File: config.mk
export PLATFORM = sky130hd
export DESIGN_NAME = mlua_cell
export DESIGN_NICKNAME = d
export VERILOG_FILES = /design/src/rtl/multi_level_usage_alarm_defines.svh /design/src/rtl/mlua_pkg.sv /design/src/rtl/mlua_cell.sv
export SDC_FILE = /design/constraint.sdc
export NUM_CORES = 1
export LEC_CHECK = 0
export BUFFER_PORTS_ARGS = -buffer_cell sky130_fd_sc_hd__buf_2
export CORE_MARGIN = 5
export CORE_UTILIZATION = 55
export CTS_BUF_LIST = sky130_fd_sc_hd__clkbuf_4 sky130_fd_sc_hd__clkbuf_8
export DETAILED_ROUTE_END_ITERATION = 16
export PLACE_DENSITY = 0.79
export SYNTH_ARGS = -nofsm -noshare
export SYNTH_HDL_FRONTEND = slang
export SYNTH_SLANG_ARGS = --single-unit
File: constraint.sdc
create_clock -name clk -period 7.4 [get_ports clk]
set_clock_uncertainty 0.2 [all_clocks]
set_input_delay 0.37 -clock clk [delete_from_list [all_inputs] [get_ports clk]]
set_output_delay 0.37 -clock clk [all_outputs]
set_load 0.05 [all_outputs]
File: src/rtl/multi_level_usage_alarm_defines.svh
// Assertion macros for the multi-level usage alarm.
// Used by the top level only; expects a clock named clk and reset rst.
`ifndef MULTI_LEVEL_USAGE_ALARM_DEFINES_SVH
`define MULTI_LEVEL_USAGE_ALARM_DEFINES_SVH

// same-cycle implication
`define MLUA_ASSERT_IMPL(label, ante, cons, msg) \
  label: assert property (@(posedge clk) disable iff (rst) (ante) |-> (cons)) \
    else $error(msg);

// next-cycle implication
`define MLUA_ASSERT_NEXT(label, ante, cons, msg) \
  label: assert property (@(posedge clk) disable iff (rst) (ante) |=> (cons)) \
    else $error(msg);

`endif

File: src/rtl/mlua_pkg.sv
// Shared constants and types for the multi-level usage alarm.
// No dependencies.
package mlua_pkg;

  localparam int NUM_LEVELS = 7;
  localparam int CNT_W      = 16;
  localparam int REF_W      = 17;
  localparam int LVL_W      = 3;
  localparam int HYST_W     = 7;
  localparam int LIM_W      = 32;
  localparam int PERCENT    = 100;
  localparam int PROD_W     = 24;

  localparam logic [LVL_W-1:0] CFG_HYST = 3'd7;

  localparam logic KIND_MAX  = 1'b0;
  localparam logic KIND_STEP = 1'b1;

  typedef struct packed {
    logic             valid;
    logic [LVL_W-1:0] level;
    logic             kind;
    logic [CNT_W-1:0] count;
    logic [REF_W-1:0] ref_val;
  } slot_t;

  typedef struct packed {
    logic start;
    logic div_en;
    logic eval;
    logic shift;
  } cell_ctrl_t;

endpackage

File: src/rtl/mlua_cell.sv
// One alarm level: state, two bit-serial dividers and a result slot
// that shifts toward the output end of the row. Uses mlua_pkg.
module mlua_cell (
  input  logic                         clk,
  input  logic                         rst,
  input  mlua_pkg::cell_ctrl_t         ctrl,
  input  logic [mlua_pkg::LIM_W-1:0]   limits,
  input  logic [mlua_pkg::HYST_W-1:0]  hyst,
  input  logic [mlua_pkg::CNT_W-1:0]   cnt,
  input  logic [mlua_pkg::LVL_W-1:0]   level,
  input  mlua_pkg::slot_t              slot_in,
  output mlua_pkg::slot_t              slot
);

  logic [mlua_pkg::CNT_W-1:0]  last;
  logic                        flag;
  logic [mlua_pkg::CNT_W-1:0]  qc, rc, ql, rl;
  logic [mlua_pkg::CNT_W:0]    tc, tl;
  logic [mlua_pkg::CNT_W-1:0]  step, mx;
  logic                        step_x, ge, notify, clr;
  logic [mlua_pkg::PROD_W-1:0] prod, lim;

  assign step = limits[15:0];
  assign mx   = limits[31:16];
  assign tc   = {rc, qc[mlua_pkg::CNT_W-1]};
  assign tl   = {rl, ql[mlua_pkg::CNT_W-1]};

  always_comb begin
    ge     = cnt >= mx;
    step_x = (step != '0) && (qc > ql) && (cnt <= mx);
    notify = (mx != '0) && (step_x || (ge && !flag));
    // floor(mx*h/100) <= mx-cnt  <=>  mx*h <= 100*(mx-cnt)+99
    prod   = mlua_pkg::PROD_W'(mx) * mlua_pkg::PROD_W'(hyst);
    lim    = mlua_pkg::PROD_W'(mx - cnt) * mlua_pkg::PROD_W'(mlua_pkg::PERCENT)
             + mlua_pkg::PROD_W'(mlua_pkg::PERCENT - 1);
    clr    = (mx != '0) && !ge && flag && (prod <= lim);
  end

  // restoring dividers, quotient builds in place of the dividend
  always_ff @(posedge clk) begin
    if (ctrl.start) begin
      qc <= cnt;
      rc <= '0;
      ql <= last;
      rl <= '0;
    end else if (ctrl.div_en) begin
      if (tc >= {1'b0, step}) begin
        rc <= mlua_pkg::CNT_W'(tc - {1'b0, step});
        qc <= {qc[mlua_pkg::CNT_W-2:0], 1'b1};
      end else begin
        rc <= tc[mlua_pkg::CNT_W-1:0];
        qc <= {qc[mlua_pkg::CNT_W-2:0], 1'b0};
      end
      if (tl >= {1'b0, step}) begin
        rl <= mlua_pkg::CNT_W'(tl - {1'b0, step});
        ql <= {ql[mlua_pkg::CNT_W-2:0], 1'b1};
      end else begin
        rl <= tl[mlua_pkg::CNT_W-1:0];
        ql <= {ql[mlua_pkg::CNT_W-2:0], 1'b0};
      end
    end
  end

  always_ff @(posedge clk) begin
    if (rst) begin
      slot.valid <= 1'b0;
      last       <= '0;
      flag       <= 1'b0;
    end else if (ctrl.eval) begin
      slot.valid <= notify;
      slot.level <= level;
      slot.count <= cnt;
      if (ge) begin
        slot.kind    <= mlua_pkg::KIND_MAX;
        slot.ref_val <= {1'b0, mx};
      end else begin
        slot.kind    <= mlua_pkg::KIND_STEP;
        // (cnt/step + 1) * step
        slot.ref_val <= {1'b0, cnt} - {1'b0, rc} + {1'b0, step};
      end
      if (notify) last <= cnt;
      if ((mx != '0) && ge && !step_x && !flag) flag <= 1'b1;
      else if (clr) flag <= 1'b0;
    end else if (ctrl.shift) begin
      slot <= slot_in;
    end
  end

endmodule

=== Word level (Yosys, flattened, before mapping) ===
Index checks and enable logic that the tools add are counted.

* Register bits: 119
* Bits of input ports: 102
* Word-level logic and storage cells: 62
* Output and inout port bits: 38

* Multiply operators: 2
* $add $sub $neg: 6
* Reduce and logical (&&, ||, !) cells: 22
* Muxes and demuxes: 14
* Bitwise gates (word level): 1
* $lt $le $gt $ge: 6

{| class="wikitable"
|+ Operators by type and width
! cell !! count
|-
| 16-bit 2-to-1 mux || 6
|-
| 38-bit 2-to-1 mux || 2
|-
| 17-bit by 16-bit >= comparator with 1-bit output || 2
|-
| 16-bit by 16-bit subtractor with 17-bit output || 2
|-
| 16-bit nonzero test || 2
|-
| 16-bit subtractor || 2
|-
| 24-bit by 7-bit adder with 24-bit output, second input constant || 1
|-
| 23-bit by 24-bit <= comparator with 1-bit output || 1
|-
| 24-bit by 5-bit multiplier with 22-bit output, second input constant || 1
|-
| 16-bit by 7-bit multiplier with 23-bit output || 1
|-
| 17-bit by 16-bit adder with 17-bit output || 1
|-
| 17-bit 2-to-1 mux || 1
|-
| 16-bit >= comparator || 1
|-
| 16-bit > comparator || 1
|-
| 16-bit <= comparator || 1
|-
| 1-bit logical AND || 10
|-
| 2-bit AND reduction || 3
|-
| 2-bit nonzero test || 3
|-
| 1-bit 2-to-1 mux || 5
|-
| 1-bit logical NOT || 3
|-
| 1-bit logical OR || 1
|-
| 1-bit NOT || 1
|}

=== Depth between registers and ports, before layout ===
* Depth in word-level cells: 8
* Depth in mapped cells: 34
* Mapped depth without buffers: 34

=== Worst setup path after synthesis ===
No wires, ideal clock.

* Kind: input port to flip-flop
* Start point: input port cnt[8] in the netlist's numbering
* End point: register flag
* Stages: 28
* Library setup time: 0.118 ns
* Setup slack: 0.644 ns
* Arrival time: 6.438 ns
* Buffers on the path: 1
* Data required time: 7.082 ns
* Cell sequence: inv_1 -> ha_1 -> and2_1 -> or2_2 -> a21oi_1 -> o21bai_1 -> or3_1 -> o21a_1 -> and2_1 -> o21a_1 -> o41a_1 -> xnor2_1 -> ha_1 -> fa_1 -> inv_1 -> fa_1 -> inv_1 -> ha_1 -> buf_1 -> mux2_2 -> a311oi_1 -> o311ai_0 -> xor2_1 -> ha_1 -> a2111oi_0 -> nand3_1 -> nand4b_1 -> o2bb2ai_1

* Word-level cells in the longest chain between the ends: 7
* Elaborated cells on any way between the ends: 18
* Those cells by class: add/sub (2); mul (1); order compare (3); mux (1); reduce/logical (11)

{| class="wikitable"
|+ RTL lines
! what !! RTL line !! text
|-
| from (decl) || mlua_cell.sv:9 || <nowiki>input logic [mlua_pkg::CNT_W-1:0] cnt,</nowiki>
|-
| 16-bit by 16-bit subtractor with 17-bit output, or another cell as far along || mlua_cell.sv:34 || <nowiki>lim = mlua_pkg::PROD_W'(mx - cnt) * mlua_pkg::PROD_W'(mlua_pkg::PERCENT)</nowiki>
|-
| 24-bit by 5-bit multiplier with 22-bit output, or another cell as far along || mlua_cell.sv:34 ||
|-
| 24-bit by 7-bit adder with 24-bit output, or another cell as far along || mlua_cell.sv:35 || <nowiki>+ mlua_pkg::PROD_W'(mlua_pkg::PERCENT - 1);</nowiki>
|-
| 23-bit by 24-bit <= comparator with 1-bit output, or another cell as far along || mlua_cell.sv:36 || <nowiki>clr = (mx != '0) && !ge && flag && (prod <= lim);</nowiki>
|-
| 1-bit logical AND (on tied branches) || mlua_cell.sv:36, mlua_cell.sv:82 ||
|-
| 2-bit nonzero test (no source line) || -- ||
|-
| 2-bit AND reduction (no source line) || -- ||
|-
| to (signal assigned) || mlua_cell.sv:68 || <nowiki>flag <= 1'b0;</nowiki>
|-
| to (signal assigned) || mlua_cell.sv:82 || <nowiki>if ((mx != '0) && ge && !step_x && !flag) flag <= 1'b1;</nowiki>
|-
| to (signal assigned) || mlua_cell.sv:83 || <nowiki>else if (clr) flag <= 1'b0;</nowiki>
|-
| to (decl) || mlua_cell.sv:16 || <nowiki>logic flag;</nowiki>
|}

Several ways; a longest one is shown, not always the timed one.
A chain may end at the register's enable or synchronous reset.

=== Final worst setup path ===
Ends and elaborated chain as after synthesis.

==> results by group <==
Status
  – Status: finished, final reports clean

CTS
  – H-tree levels: 4
  – TritonCTS clock tree: done
  – Setup bufs post-CTS: 0
  – Clk buf depth: 2
  – Worst-Skew Late Latency: approximately 0.49 ns
  – Clk slew on worst S/H paths: approximately 0.12 ns
  – Root Buffer: clkbuf_8
  – CTS buffer count: 17
  – Clock Sink Count: 119

Setup path
  – Startpoint types: input pin
  – Buf+Inv Stages, Crit Path: 4
  – CP max FO: 5
  – Max stage delay cell, worst path: a2111oi_0
  – Crit path top cell by count: ha_1
  – Crit path required time: between 7 and 8 ns
  – CP top delay family: compound AO/OA/AOI/OAI gates
  – Worst setup EP type: flop
  – Critical Path Max Stage Delay: 0.50 ns
  – Setup CP Type: in2reg
  – Worst endpoint data arrival time: 7.07 ns

Yosys
  – EDFF count, synth: 69
  – Ys Warns: 0
  – Post-synth top cells: inv_1, ha_1, nand2_1
  – Synthesized area: approximately 15000 um^2
  – Seq/Total Area, Yosys: 20.45%
  – Most frequent cell after synthesis: inv_1
  – Synth area leader: ha_1
  – Avg Inst Size Synth: 8.741 um^2
  – Synth Instances: 1719
  – Syn Nets: 2118
  – Synth top area cells: ha_1, edfxtp_1, fa_1, dfxtp_1, inv_1
  – FFs w/ async S/R, synth: 0%
  – Number of synthesized register bits: 119
  – Synth top area share: 16.15%
  – Netlist cell types: between 70 and 80
  – Top_reg_cell synth: edfxtp_1

Timing
  – Worst Tran Pin Value: 1.096 ns
  – Final setup vio count: 0
  – Unrepaired setup endpoints after global routing: false
  – Post-layout min period: 6.881 ns
  – Max Slew Vio Count: 0
  – Final Cycle Share: 92.98%
  – TNS Setup: 0 ns
  – Relative slew slack: 26.76%
  – Max Clk Rate: 145.3 MHz
  – Final Hold Fails: 0

Die
  – Die height: about 180 um
  – Cell Rows: 60
  – DIE WIDTH: 175.3 um
  – Core area: 26950 um^2
  – Starting density of the core: 55.75%
  – Num ports: 140
  – Die area: 30720 um^2

Route
  – DRT iter0 DRCs: 917
  – Post-route ant nets: 0
  – Vias: 13070
  – # DRC: 0
  – WL final: 40880 um
  – First-pass DRT Iterations: 6
  – WL/cell: 18.66 um
  – DR vias/cell: 5.967

Global routing
  – Grt ovf: 0
  – Initial antenna violation count: 6
  – GRT Util Overall: 26.20%
  – Vias in the first global route: 13040
  – Pin count of the biggest net entering global routing: between 70 and 80
  – First-pass GRT wire length: 65380 um

Place
  – Input/output buffers: 139
  – Hpwl dp: 32230 um
  – Placer Congestion: between 0.9 and 1
  – Placed Cells incl. Taps: approximately 2200

Finish
  – Total Nets Final: 2231
  – Layout cells sized above 1: 13.66%
  – Fin cells: roughly 2200
  – Area Growth Syn to Fin: 9.676%

Power
  – Max VDD drop: 0.3235 mV
  – Static leakage power: approximately 7.8 nW
  – Power Density: about 360 nW/um^2

Hold path
  – Worst Hold Class: in2reg

Run
  – Max-cap violations: 0
registers in the layout (all words and copies together), names as in the netlist:
register  cells
slot         38
flag          1
qc           16
rc           16
ql           16
rl           16
last         16
per-layer routing:
layer  vias up  GRT usage (%)  routed length [um]
met1      6281          33.27               16720
met4         2          10.21                1367
met5         -              0                  13
met2       516          44.24               19870
met3        89          5.123                2907
li1       6186              -                   -
cell type report:
| class | instances | area [um^2] |
|---|---|---|
| fillers | 2262 | 10470 |
| diodes | 5 | 12.51 |
| clock buffers | 17 | 234.0 |
| multi-input cells | 1298 | 10820 |
| inverters | 237 | 889.6 |
| repair buffers | 159 | 848.3 |
| clock inverters | 15 | 175.2 |
| flip-flops and latches | 119 | 3073 |
| well taps | 341 | 426.7 |
worst register-to-register path, cell delays in order (launching register included):
cell and delay [ns]:
dfxtp_1 0.47, fa_1 0.51, fa_1 0.50, nor2b_1 0.12, o21ai_0 0.10, a21boi_0 0.34
o211ai_1 0.18, a21oi_1 0.25, o21ai_0 0.20, a21oi_1 0.24, a21oi_1 0.11, xor2_1 0.16
o221ai_1 0.37
kinds of logic after synthesis:
kind of cell	count (synthesis)	share of synthesized area [%]
AOI/OAI and AO/OA	345	15.65
xor gates and xnor gates	99	5.771
adders and majority gates	297	29.88
buffers and inverters	302	7.686
DFF	119	20.45
muxes	64	4.555
and+or+nand+nor	493	16.01
cell usage in the layout, fill, tap and decap left out, types with 19 or more instances in the layout:
master     count
o21a_1        22
buf_4         19
ha_1         194
a2111oi_0     22
nand2_1      141
mux2_2        35
mux2i_1       29
and2_1        41
xor2_1        41
nand3_1       30
a21o_1        39
o21ai_0       55
dfxtp_1       50
fa_1         103
a211oi_1      26
a21oi_1       93
nor2_1       126
buf_2        139
inv_1        236
nand4_1       21
edfxtp_1      69
nor3_1        33
nor2b_1       20
xnor2_1       57
power by group:
group,switching [mW],internal (mW),total [mW],leakage [nW]
combinational,2.56,1.91,4.47,6.54
sequential,0.0509,0.791,0.842,1.10
clock,0.311,0.335,0.646,0.211
total,2.93,3.03,5.96,7.85
path summary, 6_finish.rpt:
kind                         start                     to  slack (ns)  cells after the start
max                         cnt[8]      flag$_SDFFE_PP0P_        0.52                     29
min                         cnt[8]   last[8]$_SDFFE_PP0P_       0.008                      3
max reg2reg     rc[1]$_SDFFE_PP0P_     slot[14]$_DFFE_PP_        3.40                     12
min reg2reg  last[13]$_SDFFE_PP0P_  last[13]$_SDFFE_PP0P_        0.30                      2
stage by stage:
stage | worst slack (ns) | area (um^2) | utilization (%) | total power [mW] | hold slack [ns]
floorplan | 0.6439 | 15030 | - | 4.305 | 0.2544
global placement | 0.3113 | 16040 | 59.52 | 5.076 | 0.2675
detailed placement | 0.03921 | 16040 | 59.52 | 5.247 | 0.2835
CTS | 0.5587 | 16460 | 61.07 | 5.918 | 0.001668
global route | 0.008246 | 16480 | 61.15 | 6.545 | 0.003349
finish | 0.5193 | 16480 | 61.15 | 5.959 | 0.007745
repair_timing:
| action | CTS | global route |
|---|---|---|
| hold endpoints to repair | 1 | 0 |
| hold buffers | 1 | 0 |
| setup endpoints to repair | 0 | 1 |
| gates resized for setup | 0 | 2 |
Power figures use the tool's default switching activity.
